==> config.mk <==
export PLATFORM = sky130hd
export DESIGN_NAME = skt_ctrl_flat
export DESIGN_NICKNAME = d
export VERILOG_FILES = /design/src/rtl/skt_pkg.sv /design/src/rtl/skt_if.sv /design/src/rtl/skt_ctrl.sv /design/src/flat_wrapper.sv
export SDC_FILE = /design/constraint.sdc
export NUM_CORES = 1
export LEC_CHECK = 0
export BUFFER_PORTS_ARGS = -buffer_cell sky130_fd_sc_hd__buf_2
export CAP_MARGIN = 20
export CORE_MARGIN = 2
export CORE_UTILIZATION = 59
export CTS_CLUSTER_DIAMETER = 80
export DETAILED_ROUTE_END_ITERATION = 8
export PLACE_DENSITY_LB_ADDON = 0.05
export SLEW_MARGIN = 40
export SYNTH_ARGS = -nofsm -noshare
export SYNTH_HDL_FRONTEND = slang
export SYNTH_SLANG_ARGS = --single-unit
==> constraint.sdc <==
create_clock -name clk -period 10.9 [get_ports clk]
set_clock_uncertainty 0.1 [all_clocks]
set_input_delay 1.635 -clock clk [delete_from_list [all_inputs] [get_ports clk]]
set_output_delay 1.635 -clock clk [all_outputs]
set_load 0.005 [all_outputs]
==> src/rtl/skt_pkg.sv <==
package skt_pkg;

	localparam int DEPTH    = 256;
	localparam int IDX_W    = $clog2(DEPTH);
	localparam int CNT_W    = IDX_W + 1;
	localparam int KIND_W   = 3;
	localparam int KEY_W    = 32;
	localparam int PAY_W    = 32;
	localparam int INDEX_W  = 8;
	localparam int POS_W    = 8;
	localparam int STATUS_W = 2;

	localparam logic [KIND_W-1:0] KIND_INSERT = 3'd0;
	localparam logic [KIND_W-1:0] KIND_FIND   = 3'd1;
	localparam logic [KIND_W-1:0] KIND_ERASE  = 3'd2;
	localparam logic [KIND_W-1:0] KIND_CLEAR  = 3'd3;
	localparam logic [KIND_W-1:0] KIND_READ   = 3'd4;

	localparam logic [STATUS_W-1:0] STATUS_OK           = 2'd0;
	localparam logic [STATUS_W-1:0] STATUS_NOT_FOUND    = 2'd1;
	localparam logic [STATUS_W-1:0] STATUS_FULL         = 2'd2;
	localparam logic [STATUS_W-1:0] STATUS_OUT_OF_RANGE = 2'd3;

	typedef struct packed {
		logic [KEY_W-1:0] key;
		logic [PAY_W-1:0] payload;
	} skt_entry_t;

	typedef struct packed {
		logic             re;
		logic [IDX_W-1:0] raddr;
		logic             we;
		logic [IDX_W-1:0] waddr;
		skt_entry_t       wdata;
	} skt_mem_req_t;

	typedef struct packed {
		logic [STATUS_W-1:0] status;
		logic [POS_W-1:0]    position;
		logic [KEY_W-1:0]    key_out;
		logic [PAY_W-1:0]    payload_out;
		logic [CNT_W-1:0]    count;
	} skt_result_t;

endpackage

==> src/rtl/skt_if.sv <==
interface skt_req_if import skt_pkg::*; ();
	logic               valid;
	logic               ready;
	logic [KIND_W-1:0]  kind;
	logic [KEY_W-1:0]   key;
	logic [PAY_W-1:0]   payload;
	logic [INDEX_W-1:0] index;

	modport source (output valid, kind, key, payload, index, input ready);
	modport sink   (input valid, kind, key, payload, index, output ready);
endinterface


==> src/rtl/skt_ctrl.sv <==
module skt_ctrl import skt_pkg::*; (
	input  logic         clk,
	input  logic         arst_n,
	skt_req_if.sink      req,
	output skt_mem_req_t mem_req,
	input  skt_entry_t   mem_rdata,
	output skt_result_t  res,
	output logic         res_valid,
	input  logic         res_ack
);

	typedef enum logic [3:0] {
		S_IDLE,
		S_INS_RD,
		S_INS_CMP,
		S_INS_PUT,
		S_SRCH_RD,
		S_SRCH_CMP,
		S_ERS_RD,
		S_ERS_MV,
		S_RD_DATA,
		S_DONE
	} state_t;

	state_t              state_q;
	logic [KIND_W-1:0]   kind_q;
	logic [KEY_W-1:0]    key_q;
	logic [PAY_W-1:0]    pay_q;
	logic [INDEX_W-1:0]  idx_q;
	logic [CNT_W-1:0]    cnt_q;
	logic [CNT_W-1:0]    j_q;
	logic [CNT_W-1:0]    lo_q;
	logic [CNT_W-1:0]    hix_q;
	logic [IDX_W-1:0]    mid_q;
	skt_result_t         res_q;

	logic                accept;
	logic                idx_in_range;
	logic [CNT_W:0]      mid_sum;
	logic [IDX_W-1:0]    mid;
	logic                search_open;
	logic                ins_shift;
	logic [CNT_W:0]      j_plus1;
	logic [CNT_W:0]      j_plus2;
	logic                ers_more;
	logic                ers_more_next;
	skt_result_t         res_start;

	assign req.ready = (state_q == S_IDLE);
	assign accept    = req.valid && req.ready;

	assign idx_in_range  = (CNT_W'(req.index) < cnt_q);
	// Midpoint of the closed interval [lo, hix - 1], rounded down.
	assign mid_sum       = (CNT_W+1)'(lo_q) + (CNT_W+1)'(hix_q) - (CNT_W+1)'(1);
	assign mid           = mid_sum[IDX_W:1];
	assign search_open   = (lo_q < hix_q);
	assign ins_shift     = (mem_rdata.key >= key_q);
	assign j_plus1       = (CNT_W+1)'(j_q) + (CNT_W+1)'(1);
	assign j_plus2       = (CNT_W+1)'(j_q) + (CNT_W+1)'(2);
	assign ers_more      = (j_plus1 < (CNT_W+1)'(cnt_q));
	assign ers_more_next = (j_plus2 < (CNT_W+1)'(cnt_q));

	// Result as it stands when a request is taken; the walk fills in the rest.
	always_comb begin
		res_start        = '0;
		res_start.status = STATUS_OK;
		res_start.count  = cnt_q;
		case (req.kind)
			KIND_INSERT: begin
				if (cnt_q == CNT_W'(DEPTH)) begin
					res_start.status = STATUS_FULL;
				end
			end
			KIND_CLEAR: begin
				res_start.count = '0;
			end
			KIND_READ: begin
				if (!idx_in_range) begin
					res_start.status = STATUS_OUT_OF_RANGE;
				end
			end
			default: begin
			end
		endcase
	end

	always_comb begin
		mem_req       = '0;
		mem_req.wdata = mem_rdata;
		case (state_q)
			S_IDLE: begin
				if (accept && req.kind == KIND_READ && idx_in_range) begin
					mem_req.re    = 1'b1;
					mem_req.raddr = req.index[IDX_W-1:0];
				end
			end
			S_INS_RD: begin
				if (j_q != '0) begin
					mem_req.re    = 1'b1;
					mem_req.raddr = IDX_W'(j_q - CNT_W'(1));
				end
			end
			S_INS_CMP: begin
				if (ins_shift) begin
					mem_req.we    = 1'b1;
					mem_req.waddr = j_q[IDX_W-1:0];
					if (j_q > CNT_W'(1)) begin
						mem_req.re    = 1'b1;
						mem_req.raddr = IDX_W'(j_q - CNT_W'(2));
					end
				end
			end
			S_INS_PUT: begin
				mem_req.we            = 1'b1;
				mem_req.waddr         = j_q[IDX_W-1:0];
				mem_req.wdata.key     = key_q;
				mem_req.wdata.payload = pay_q;
			end
			S_SRCH_RD: begin
				if (search_open) begin
					mem_req.re    = 1'b1;
					mem_req.raddr = mid;
				end
			end
			S_ERS_RD: begin
				if (ers_more) begin
					mem_req.re    = 1'b1;
					mem_req.raddr = j_plus1[IDX_W-1:0];
				end
			end
			S_ERS_MV: begin
				mem_req.we    = 1'b1;
				mem_req.waddr = j_q[IDX_W-1:0];
				if (ers_more_next) begin
					mem_req.re    = 1'b1;
					mem_req.raddr = j_plus2[IDX_W-1:0];
				end
			end
			default: begin
			end
		endcase
	end

	always_ff @(posedge clk or negedge arst_n) begin
		if (!arst_n) begin
			state_q <= S_IDLE;
			cnt_q   <= '0;
			kind_q  <= '0;
			key_q   <= '0;
			pay_q   <= '0;
			idx_q   <= '0;
			j_q     <= '0;
			lo_q    <= '0;
			hix_q   <= '0;
			mid_q   <= '0;
			res_q   <= '0;
		end else begin
			case (state_q)
				S_IDLE: begin
					if (accept) begin
						kind_q <= req.kind;
						key_q  <= req.key;
						pay_q  <= req.payload;
						idx_q  <= req.index;
						res_q  <= res_start;
						case (req.kind)
							KIND_INSERT: begin
								if (cnt_q == CNT_W'(DEPTH)) begin
									state_q <= S_DONE;
								end else begin
									j_q     <= cnt_q;
									state_q <= S_INS_RD;
								end
							end
							KIND_FIND, KIND_ERASE: begin
								lo_q    <= '0;
								hix_q   <= cnt_q;
								state_q <= S_SRCH_RD;
							end
							KIND_CLEAR: begin
								cnt_q   <= '0;
								state_q <= S_DONE;
							end
							KIND_READ: begin
								if (idx_in_range) begin
									state_q <= S_RD_DATA;
								end else begin
									state_q <= S_DONE;
								end
							end
							default: begin
								state_q <= S_DONE;
							end
						endcase
					end
				end
				S_INS_RD: begin
					state_q <= (j_q == '0) ? S_INS_PUT : S_INS_CMP;
				end
				S_INS_CMP: begin
					if (ins_shift) begin
						j_q     <= j_q - CNT_W'(1);
						state_q <= (j_q > CNT_W'(1)) ? S_INS_CMP : S_INS_PUT;
					end else begin
						state_q <= S_INS_PUT;
					end
				end
				S_INS_PUT: begin
					cnt_q             <= cnt_q + CNT_W'(1);
					res_q.position    <= POS_W'(j_q);
					res_q.key_out     <= key_q;
					res_q.payload_out <= pay_q;
					res_q.count       <= cnt_q + CNT_W'(1);
					state_q           <= S_DONE;
				end
				S_SRCH_RD: begin
					if (search_open) begin
						mid_q   <= mid;
						state_q <= S_SRCH_CMP;
					end else begin
						res_q.status <= STATUS_NOT_FOUND;
						state_q      <= S_DONE;
					end
				end
				S_SRCH_CMP: begin
					if (mem_rdata.key == key_q) begin
						res_q.position    <= POS_W'(mid_q);
						res_q.key_out     <= mem_rdata.key;
						res_q.payload_out <= mem_rdata.payload;
						if (kind_q == KIND_ERASE) begin
							j_q     <= CNT_W'(mid_q);
							state_q <= S_ERS_RD;
						end else begin
							state_q <= S_DONE;
						end
					end else if (mem_rdata.key < key_q) begin
						lo_q    <= CNT_W'(mid_q) + CNT_W'(1);
						state_q <= S_SRCH_RD;
					end else begin
						hix_q   <= CNT_W'(mid_q);
						state_q <= S_SRCH_RD;
					end
				end
				S_ERS_RD: begin
					if (ers_more) begin
						state_q <= S_ERS_MV;
					end else begin
						cnt_q       <= cnt_q - CNT_W'(1);
						res_q.count <= cnt_q - CNT_W'(1);
						state_q     <= S_DONE;
					end
				end
				S_ERS_MV: begin
					j_q <= j_plus1[CNT_W-1:0];
					if (!ers_more_next) begin
						cnt_q       <= cnt_q - CNT_W'(1);
						res_q.count <= cnt_q - CNT_W'(1);
						state_q     <= S_DONE;
					end
				end
				S_RD_DATA: begin
					res_q.position    <= POS_W'(idx_q);
					res_q.key_out     <= mem_rdata.key;
					res_q.payload_out <= mem_rdata.payload;
					state_q           <= S_DONE;
				end
				S_DONE: begin
					if (res_ack) begin
						state_q <= S_IDLE;
					end
				end
				default: begin
					state_q <= S_IDLE;
				end
			endcase
		end
	end

	assign res       = res_q;
	assign res_valid = (state_q == S_DONE);

endmodule

==> src/flat_wrapper.sv <==
// flat-port wrapper written by rule: the top's interface ports become plain ports
module skt_ctrl_flat import skt_pkg::*;
  (clk, arst_n, mem_req, mem_rdata, res, res_valid, res_ack, req_valid, req_kind, req_key, req_payload, req_index, req_ready);
  skt_req_if req_i ();
  input  logic clk;
  input  logic arst_n;
  output skt_mem_req_t mem_req;
  input  skt_entry_t mem_rdata;
  output skt_result_t res;
  output logic res_valid;
  input  logic res_ack;
  input wire logic [$bits(req_i.valid)-1:0] req_valid;
  input wire logic [$bits(req_i.kind)-1:0] req_kind;
  input wire logic [$bits(req_i.key)-1:0] req_key;
  input wire logic [$bits(req_i.payload)-1:0] req_payload;
  input wire logic [$bits(req_i.index)-1:0] req_index;
  output wire logic [$bits(req_i.ready)-1:0] req_ready;
  assign req_i.valid = req_valid;
  assign req_i.kind = req_kind;
  assign req_i.key = req_key;
  assign req_i.payload = req_payload;
  assign req_i.index = req_index;
  assign req_ready = req_i.ready;
  skt_ctrl u_core (.clk(clk), .arst_n(arst_n), .req(req_i), .mem_req(mem_req), .mem_rdata(mem_rdata), .res(res), .res_valid(res_valid), .res_ack(res_ack));
endmodule
## Word level (Yosys, flattened, before mapping)

Cells that the tools add are included.

- Bits of input ports: 143
- Logic and storage cells: 140
- Register bits: 206

- Order comparisons: 7
- Multiplexer cells: 55
- Eq/ne operators: 30
- $add $sub $neg: 9
- Reductions and logical operators: 24

Operators with widths:

| kind | number |
|---|---|
| $pmux W72 S4 | 1 |
| $mux W9 | 24 |
| $pmux W9 S4 | 3 |
| $mux W83 | 1 |
| $mux W72 | 1 |
| $mux W64 | 1 |
| $pmux W9 S2 | 3 |
| $pmux W9 S6 | 1 |
| $mux W4 | 9 |
| $pmux W4 S9 | 1 |
| $eq A32 B32 Y1 | 1 |
| $ge A32 B32 Y1 | 1 |
| $lt A32 B32 Y1 | 1 |
| $sub A9 B1 Y9 const B | 3 |
| $lt A10 B9 Y1 | 2 |
| $mux W18 | 1 |
| $ne A2 B2 Y1 const B | 9 |
| $eq A4 B3 Y1 const B | 4 |
| $pmux W4 S3 | 1 |
| $reduce_bool A4 Y1 | 3 |
| $add A9 B1 Y10 const B | 1 |
| $add A9 B2 Y10 const B | 1 |
| $ne A2 B1 Y1 const B | 5 |
| $reduce_and A5 Y1 | 2 |
| other kinds (28) | 45 |

## Depth between registers and ports, before layout

Gate-level depths: netlist of the first run.

- Depth in word-level cells: 6
- Depth in mapped cells: 15
- Mapped depth without buffers: 13

## Worst setup path after synthesis of the first run

Ideal clock, no wire load.

- Kind: in2out
- Start point: in mem_rdata[39] in the netlist's numbering
- End point: out mem_req[77] in the netlist's numbering
- Data arrival time: 3.597 ns
- Path buffers: 1
- Required time: 9.165 ns
- Stages on the path: 8
- Path slack: 5.568 ns
- Path through: ha_1 -> nand4_1 -> or3_1 -> o221a_2 -> o211ai_1 -> clkbuf_1 -> nand2_1 -> o211ai_1

RTL lines:

| item | RTL line | RTL |
|---|---|---|
| start: declaration | flat_wrapper.sv:8 | `input skt_entry_t mem_rdata;` |
| end: declaration | flat_wrapper.sv:7 | `output skt_mem_req_t mem_req;` |

==> impl_table.tex, run 1 <==
\begin{tabular}{lr}
\hline
Metric & Value \\
\hline
\multicolumn{2}{l}{\textbf{Run status}} \\
Status & completed \\
\multicolumn{2}{l}{\textbf{Setup path}} \\
Data required, critical path & between 9 and 10 ns \\
Reg-to-reg critical path startpoint & u\_core.state\_q[0] \\
Crit path DAT & 4.40 ns \\
Critical path startpoint category & flop \\
FF-to-FF path depth & 8 \\
Reg-to-reg setup timing slack & 6.56 ns \\
Crit Path Class & flop to primary output \\
Kind of end point of the critical path & primary output \\
Crit Reg-Reg Endpoint & u\_core.cnt\_q[4] \\
Crit-path max FO & 12 \\
\multicolumn{2}{l}{\textbf{Synthesis}} \\
Post-Synth Simple-Gate Area & between 10\% and 20\% \\
Distinct cell type count after synthesis & between 70 and 80 \\
EDFF count, synth & 0 \\
Main combinational cell family by area after synthesis & compound AO/OA/AOI/OAI gates \\
Synth Register Bits & 197 \\
Cells after Synth & approximately 1300 \\
Synthesized net count & about 1600 \\
Yosys synthesis warning count & 0 \\
Post-synthesis sequential area ratio & between 30\% and 40\% \\
Synth Area in Adders & between 9 and 10\% \\
Fraction of synthesized cell area taken by the top area cell type & slightly below 40\% \\
Mean instance size in the synthesized netlist & just under 10 um\^{}2 \\
Largest cells by area after synthesis & sky130\_fd\_sc\_hd\_\_dfrtp\_1 39\%, sky130\_fd\_sc\_hd\_\_mux2\_2 13\%, sky130\_fd\_sc\_hd\_\_ha\_1 9.0\% \\
Cell taking the most area after synthesis & sky130\_fd\_sc\_hd\_\_dfrtp\_1 \\
Mux contribution to synthesized area & between 10\% and 20\% \\
Post-synthesis compound-gate area fraction & 17.9\% \\
Synthesized-area fraction occupied by xor and xnor cells & 2.62\% \\
Flip-flop cell with the highest count after synthesis & sky130\_fd\_sc\_hd\_\_dfrtp\_1 \\
Post-synthesis instance area & between 10000 and 15000 um\^{}2 \\
Share of flip-flops with an asynchronous set or reset & 100\% \\
\multicolumn{2}{l}{\textbf{Finish}} \\
Final Instance Area & around 15000 um\^{}2 \\
Storage cell area & between 4000 and 5000 um\^{}2 \\
Area used by multi-input combinational logic & around 7200 um\^{}2 \\
Final \#Nets & 1814 \\
Fill cell count & around 1700 \\
Layout cells sized above 1 & around 33\% \\
Area added between synthesis and finish & 18.5\% \\
Final core utilization & 71.3\% \\
\multicolumn{2}{l}{\textbf{STA}} \\
Final number of setup-violating endpoints & 0 \\
Hold violation total from the final report & 0 \\
Highest attainable clock frequency & between 0.15 and 0.2 GHz \\
Setup repair after global routing missed its margin & false \\
Transition at the pin with the smallest max-transition slack & roughly 0.86 ns \\
Final cycle utilization of the critical path & a little under three fifths \\
Minimum period implied by the final worst setup slack & between 6 and 7 ns \\
Accumulated negative setup slack & 0 ns \\
Final Slew Violations & 0 \\
Max-slew headroom at the worst pin & a little over two fifths \\
\multicolumn{2}{l}{\textbf{Worst hold path}} \\
Hold Path Stages & 2 \\
Hold Path Sink & u\_core.res[37] \\
Worst hold path startpoint & u\_core.res[37] \\
Hold WC Path Type & flop to flop \\
\multicolumn{2}{l}{\textbf{Route}} \\
Post-route ant nets & 0 \\
Number of iterations in the first detailed-routing pass & 9 \\
Post-detailed-route wirelength per cell & approximately 21 um \\
Routed WL & approximately 40000 um \\
Number of DRC markers in iteration 0 & $\sim$1000 \\
Remaining routing DRC violations & 0 \\
Post-DR vias/cell & just over 6 \\
Vias & 11400 \\
\multicolumn{2}{l}{\textbf{Power and ir drop}} \\
Sequential share of power & 31.0\% \\
Int Pwr & roughly 2400 uW \\
Net switching fraction of the power & 45.2\% \\
Net switching power of the design & roughly 2000 uW \\
Pwr per Cell Area & $\sim$290 nW/um\^{}2 \\
IR drop worst, VDD & 0.152 mV \\
Logic pwr share & between 50\% and 60\% \\
Fraction of power consumed by the clock network & between 10\% and 20\% \\
Leakage Power & about 0.0071 uW \\
\multicolumn{2}{l}{\textbf{Clock tree}} \\
Gates resized, CTS repair & 0 \\
Number of hold buffers added after cts & 0 \\
Worst-path clk slew & roughly 0.080 ns \\
Post-CTS setup buffer count & 0 \\
Clock latency reported for the late side of the worst-skew pair & $\sim$0.45 ns \\
CTS Buffer Depth & 2 \\
Clock tree root buffer cell & sky130\_fd\_sc\_hd\_\_clkbuf\_16 \\
Clock tree from TritonCTS & yes \\
Number of sinks handled by clock tree synthesis & between 150 and 200 \\
Num CTS Buffers & 17 \\
CTS H-Tree Depth & 4 \\
\multicolumn{2}{l}{\textbf{Placed design}} \\
Post-detail-place hpwl & 29000 um \\
Number of buffers inserted by port buffering & between 300 and 400 \\
GP Congestion & approximately 0.92 \\
Placement-stage cell area & about 14000 um\^{}2 \\
\multicolumn{2}{l}{\textbf{Floorplan}} \\
Horizontal die dimension & between 150 and 200 um \\
Overall die area & 22700 um\^{}2 \\
I/O pins & 310 \\
Core region area & around 21000 um\^{}2 \\
Initial cell density of the core & $\sim$60\% \\
Chip Height & $\sim$150 um \\
Placement row count & between 50 and 60 \\
\multicolumn{2}{l}{\textbf{Global route}} \\
Initial antenna violation count & 3 \\
Overall overflow remaining after global route & 0 \\
Wire length of the first global-routing pass & 60000 um \\
Number of global-route vias before repair & 11000 \\
Largest net degree at the start of global routing & slightly below 90 \\
GR Util All Layers & 34.2\% \\
\multicolumn{2}{l}{\textbf{Run}} \\
Number of max-cap violations & 0 \\
\hline
\end{tabular}
-- critical path, stage by stage, from the launching register on --
cell	delay, ns
sky130_fd_sc_hd__dfrtp_1	0.60
sky130_fd_sc_hd__ha_1	0.41
sky130_fd_sc_hd__nand3_1	0.25
sky130_fd_sc_hd__nor2_1	0.23
sky130_fd_sc_hd__xor2_1	0.23
sky130_fd_sc_hd__ha_1	0.30
sky130_fd_sc_hd__a21oi_1	0.16
sky130_fd_sc_hd__nor2b_1	0.06
sky130_fd_sc_hd__or4_1	0.44
sky130_fd_sc_hd__a41oi_2	0.62
sky130_fd_sc_hd__a221oi_1	0.20
sky130_fd_sc_hd__o21bai_1	0.22
sky130_fd_sc_hd__nand4_1	0.13
sky130_fd_sc_hd__buf_2	0.11
-- final cells by class --
cell class,instances,share of cell area [%]
flip-flops and latches,197,32.8
inverters,89,2.23
clock inverters,13,1.06
multi-input cells,953,47.7
diodes,2,0.0333
repair buffers,320,11.0
well taps,275,2.29
clock buffers,19,2.95
-- layout by cell type (no fill, tap or decap), types with 14 or more instances in the layout --
| cell type | n |
|---|---|
| sky130_fd_sc_hd__buf_2 | 308 |
| sky130_fd_sc_hd__xor2_1 | 14 |
| sky130_fd_sc_hd__mux2_2 | 151 |
| sky130_fd_sc_hd__o211ai_1 | 15 |
| sky130_fd_sc_hd__ha_1 | 91 |
| sky130_fd_sc_hd__nor2_1 | 49 |
| sky130_fd_sc_hd__xnor2_1 | 24 |
| sky130_fd_sc_hd__nor3_1 | 27 |
| sky130_fd_sc_hd__nand3_1 | 26 |
| sky130_fd_sc_hd__a22oi_1 | 75 |
| sky130_fd_sc_hd__dfrtp_1 | 197 |
| sky130_fd_sc_hd__clkbuf_16 | 17 |
| sky130_fd_sc_hd__inv_1 | 88 |
| sky130_fd_sc_hd__nand2_1 | 159 |
| sky130_fd_sc_hd__a21oi_1 | 41 |
| sky130_fd_sc_hd__o21ai_0 | 96 |
| sky130_fd_sc_hd__nand4_1 | 14 |
-- flip-flops by register name, indices dropped and copies added (netlist names) --
signal and cells:
u_core.res 74, u_core.key_q 32, u_core.pay_q 32, u_core.cnt_q 9, u_core.hix_q 9, u_core.j_q 9, u_core.lo_q 9, u_core.idx_q 8
u_core.mid_q 8, u_core.state_q 4, u_core.kind_q 3
-- kinds of logic (layout without fill, tap and decap cells) --
group           count (synthesis)  after routing
mux                           161            161
xor+xnor                       38             38
flops                         197            197
compound gates                332            332
fa+ha+maj                      93             93
other cells                     0              2
simple gates                  329            329
buf+inv                       165            441
-- cells in the mapped netlist, drive strengths merged, types with 9 or more instances --
master,instances
a22oi,75
mux2,154
xnor2,24
buf,18
o31ai,9
nor2,51
nand2b,11
o2bb2ai,10
xor2,14
ha,91
o211ai,15
nand4,14
nand3,27
clkbuf,58
o21ai,98
dfrtp,197
inv,88
nor3,29
a21oi,43
nand2,160
-- power by group through the flow --
| stage | logic (uW) | registers, uW | clock network [uW] |
|---|---|---|---|
| 2_1_floorplan | 1630 | 1220 | 0 |
| 3_3_place_gp | 2230 | 1330 | 0 |
| 3_5_place_dp | 2290 | 1340 | 0 |
| 4_1_cts | 2290 | 1330 | 660 |
| 5_1_grt | 2550 | 1380 | 685 |
| 6_report | 2320 | 1340 | 653 |
-- how the worst max path moves through the flow --
stage / cells after the start / from / slack, ns / endpoint
global route: 13 / u_core.j_q[2] / 4.65 / mem_req[78]
finish: 13 / u_core.j_q[2] / 4.76 / mem_req[78]
floorplan: 8 / mem_rdata[39] / 5.57 / mem_req[77]
global placement: 11 / mem_rdata[42] / 5.04 / mem_req[71]
detailed placement: 11 / mem_rdata[39] / 4.93 / mem_req[71]
CTS: 13 / u_core.j_q[2] / 4.85 / mem_req[78]
-- through the flow --
stage,hold slack [ns],setup WS (ns),cells,total power [uW]
after CTS,0.383,4.85,1866,4280
after floorplan,0.360,5.57,1315,2860
after detailed placement,0.365,4.93,1834,3620
after global placement,0.357,5.04,1833,3560
after global routing,0.401,4.65,1867,4610
final,0.375,4.76,1868,4320
-- layer usage --
layer / wire, um / track usage [%] / vias up / part of all wire [%]
li1: - / - / 5279 / -
met3: 3260 / 7.03 / 99 / 8.4
met2: 18300 / 55.4 / 541 / 47
met5: 13 / 0 / - / 0.033
met1: 16000 / 46.1 / 5483 / 41
met4: 1310 / 11.2 / 2 / 3.4
Power figures use the tool's default switching activity.
==> run 2: changes to the inputs <==
Settings changed: CORE_UTILIZATION 59 to 49.
Clock period 10.9 ns to 5.15 ns, I/O delays scaled along.
==> run 2 against run 1 <==
Effect of this change: via count shrank 1.0%; cell area grew 1.3%; largest power group unchanged; critical path depth is the same; clock-buffer cell count shrank 2; critical path type unchanged; setup slack lost 4.6 ns; clock power grew 120%; register-to-register slack lost 5.2 ns; sequential share of layout area shrank 0.40 points; non-clock buffer count grew 12; worst hold slack lost 0.094 ns.
==> impl_table.tex, run 2 (synthesized netlist as in run 1, its figures left out) <==
\begin{tabular}{lr}
\hline
Metric & Value \\
\hline
\multicolumn{2}{l}{\textbf{Floorplan}} \\
Horizontal die dimension & 165 um (+9.5\%) \\
Overall die area & 27200 um\^{}2 (+20\%) \\
Placement row count & 58 (+9.4\%) \\
Chip Height & 165 um (+9.5\%) \\
Initial cell density of the core & 50.1\% (-10 points) \\
I/O pins & 310 (unchanged) \\
Core region area & 25300 um\^{}2 (+20\%) \\
\multicolumn{2}{l}{\textbf{Route}} \\
Routed WL & 41000 um (+5.4\%) \\
Post-detailed-route wirelength per cell & 21.2 um (+1.8\%) \\
Remaining routing DRC violations & 0 (unchanged) \\
Post-route ant nets & 0 (unchanged) \\
Post-DR vias/cell & 5.84 (-4.4\%) \\
Vias & 11300 (-1.0\%) \\
Number of iterations in the first detailed-routing pass & 5 (-4) \\
Number of DRC markers in iteration 0 & 933 (-9.8\%) \\
\multicolumn{2}{l}{\textbf{STA}} \\
Transition at the pin with the smallest max-transition slack & 0.900 ns (+0.0365 ns) \\
Final cycle utilization of the critical path & 96.1\% \\
Final Slew Violations & 0 (unchanged) \\
Accumulated negative setup slack & 0 ns (unchanged) \\
Highest attainable clock frequency & 0.202 GHz \\
Setup repair after global routing missed its margin & false \\
Max-slew headroom at the worst pin & 40.0\% (-2.3 points) \\
Final number of setup-violating endpoints & 0 (unchanged) \\
Hold violation total from the final report & 0 (unchanged) \\
Minimum period implied by the final worst setup slack & between 4 and 5 ns \\
\multicolumn{2}{l}{\textbf{Clock tree}} \\
Clock tree from TritonCTS & yes \\
Worst-path clk slew & 0.09 ns (about the same) \\
Number of sinks handled by clock tree synthesis & 197 (unchanged) \\
Clock latency reported for the late side of the worst-skew pair & 0.46 ns (about the same) \\
Clock tree root buffer cell & sky130\_fd\_sc\_hd\_\_clkbuf\_16 \\
CTS H-Tree Depth & 4 (unchanged) \\
Number of hold buffers added after cts & 0 (unchanged) \\
Num CTS Buffers & 17 (unchanged) \\
CTS Buffer Depth & 2 (unchanged) \\
Post-CTS setup buffer count & 0 (unchanged) \\
Gates resized, CTS repair & 0 (unchanged) \\
\multicolumn{2}{l}{\textbf{Setup path}} \\
Cell with the most instances on the worst path & sky130\_fd\_sc\_hd\_\_ha\_1 \\
Cells along the critical path & ha\_1, nand3\_1, nor2\_1, xor2\_1, ha\_1, a21oi\_1, nor2b\_1, or4\_1, a41oi\_4, a221oi\_1, o21bai\_1, nand4\_1, buf\_2 \\
Data required, critical path & 4.28 ns (-4.89 ns) \\
Cell type of the slowest stage on the worst timing path & sky130\_fd\_sc\_hd\_\_dfrtp\_1 \\
Crit-path max FO & 10 (-2) \\
Crit Path Class & flop to primary output \\
Critical path startpoint category & flop \\
Largest stage delay, worst path & 0.55 ns (-0.07 ns) \\
Crit path DAT & 4.08 ns (-0.32 ns) \\
Kind of end point of the critical path & primary output \\
\multicolumn{2}{l}{\textbf{Power and ir drop}} \\
Total Power Consumption & 9230 uW (+110\%) \\
Leakage Power & 0.00720 uW (+0.96\%) \\
Pwr per Cell Area & 606 nW/um\^{}2 (+110\%) \\
IR drop worst, VDD & 0.554 mV (+260\%) \\
\multicolumn{2}{l}{\textbf{Global route}} \\
Number of global-route vias before repair & 10900 (-0.40\%) \\
GR Util All Layers & 30.3\% (-3.9 points) \\
GR peak layer & met2 \\
Routing usage on met3 & 7.21\% (+0.18 points) \\
Initial antenna violation count & 4 (+1) \\
Overall overflow remaining after global route & 0 (unchanged) \\
Met1 global-route usage & 40.1\% (-6.1 points) \\
Largest net degree at the start of global routing & 89 (+1.1\%) \\
Met2 track utilization from global routing & 49.2\% (-6.2 points) \\
Wire length of the first global-routing pass & 62800 um (+4.5\%) \\
\multicolumn{2}{l}{\textbf{Finish}} \\
Area used by multi-input combinational logic & 7200 um\^{}2 (+0.30\%) \\
Most common cell after layout, fill and taps aside & sky130\_fd\_sc\_hd\_\_buf\_2 \\
Largest register FFs & 74 (unchanged) \\
Layout cells sized above 1 & 33.8\% (+0.69 points) \\
Commonest non-fill, non-tap cells in the layout & 308 x sky130\_fd\_sc\_hd\_\_buf\_2, 196 x sky130\_fd\_sc\_hd\_\_dfrtp\_1, 159 x sky130\_fd\_sc\_hd\_\_nand2\_1 \\
Storage cell area & 4930 um\^{}2 (about the same) \\
Final \#Nets & 1826 (+0.66\%) \\
Area added between synthesis and finish & 20.0\% \\
Fill cell count & 2269 (+34\%) \\
\multicolumn{2}{l}{\textbf{Placed design}} \\
GP Congestion & 0.983 (+6.9\%) \\
Number of buffers inserted by port buffering & 309 (unchanged) \\
Post-detail-place hpwl & 30800 um (+6.2\%) \\
\multicolumn{2}{l}{\textbf{Run status}} \\
Status & completed \\
\multicolumn{2}{l}{\textbf{Run}} \\
Number of max-cap violations & 0 (unchanged) \\
\multicolumn{2}{l}{\textbf{Worst hold path}} \\
Hold WC Path Type & primary input to asynchronous set/reset pin \\
\hline
\end{tabular}
-- run 2: layer usage --
| layer | share of wire (%) | wire length, um |
|---|---|---|
| met4 | 3.0 | 1240 |
| met5 | 0.066 | 27 |
| met3 | 7.4 | 3020 |
| met2 | 47 | 19400 |
| met1 | 42 | 17300 |
-- run 2: layout make-up --
type	count	area share, %
sequential	197	32.4
inverter	89	2.20
timing repair buffer	332	11.4
antenna	1	0.0164
tap	330	2.71
multi-input combinational	953	47.2
clock buffer	17	2.79
clock inverter	15	1.27
-- run 2: through the flow --
| step | setup WS [ns] | hold slack [ns] | std cells | util [%] | area (um^2) |
|---|---|---|---|---|---|
| 2_1_floorplan | 1.31 | 0.360 | 1315 | - | 12700 |
| 3_3_place_gp | 0.677 | 0.356 | 1900 | 57.5 | 14600 |
| 3_5_place_dp | 0.577 | 0.365 | 1901 | 57.6 | 14600 |
| 4_1_cts | 0.0863 | 0.318 | 1933 | 60.0 | 15200 |
| 5_1_grt | 0.0836 | 0.338 | 1933 | 60.1 | 15200 |
| 6_report | 0.200 | 0.281 | 1934 | 60.1 | 15200 |
-- run 2: worst paths after layout --
check                          startpoint               to  slack (ns)  depth (start not counted)
setup / recovery            u_core.j_q[1]      mem_req[78]        0.20                         13
min in group clk           u_core.res[24]   u_core.res[24]        0.38                          2
hold / removal                     arst_n  u_core.hix_q[4]        0.28                          1
setup reg to reg            u_core.j_q[1]  u_core.cnt_q[8]        1.37                         12
hold reg to reg            u_core.res[24]   u_core.res[24]        0.38                          2
max in group asynchronous          arst_n    u_core.j_q[2]        3.49                          2
-- run 2: worst max-delay path: cells and delay by family (launching register included) --
kind                       cells  cell delay (ns)
AOI/OAI and AO/OA              4             0.98
xor gates and xnor gates       1             0.23
adders and majority gates      2             0.71
buffers and inverters          1             0.12
DFF                            1             0.55
and+or+nand+nor                5             1.04
-- run 2: where the power goes --
| group | internal, uW | total [uW] | switching (uW) | leakage, uW |
|---|---|---|---|---|
| Sequential | 2180 | 2770 | 589 | 0.00253 |
| Clock | 672 | 1410 | 738 | 0.000301 |
| Combinational | 2140 | 5040 | 2910 | 0.00437 |
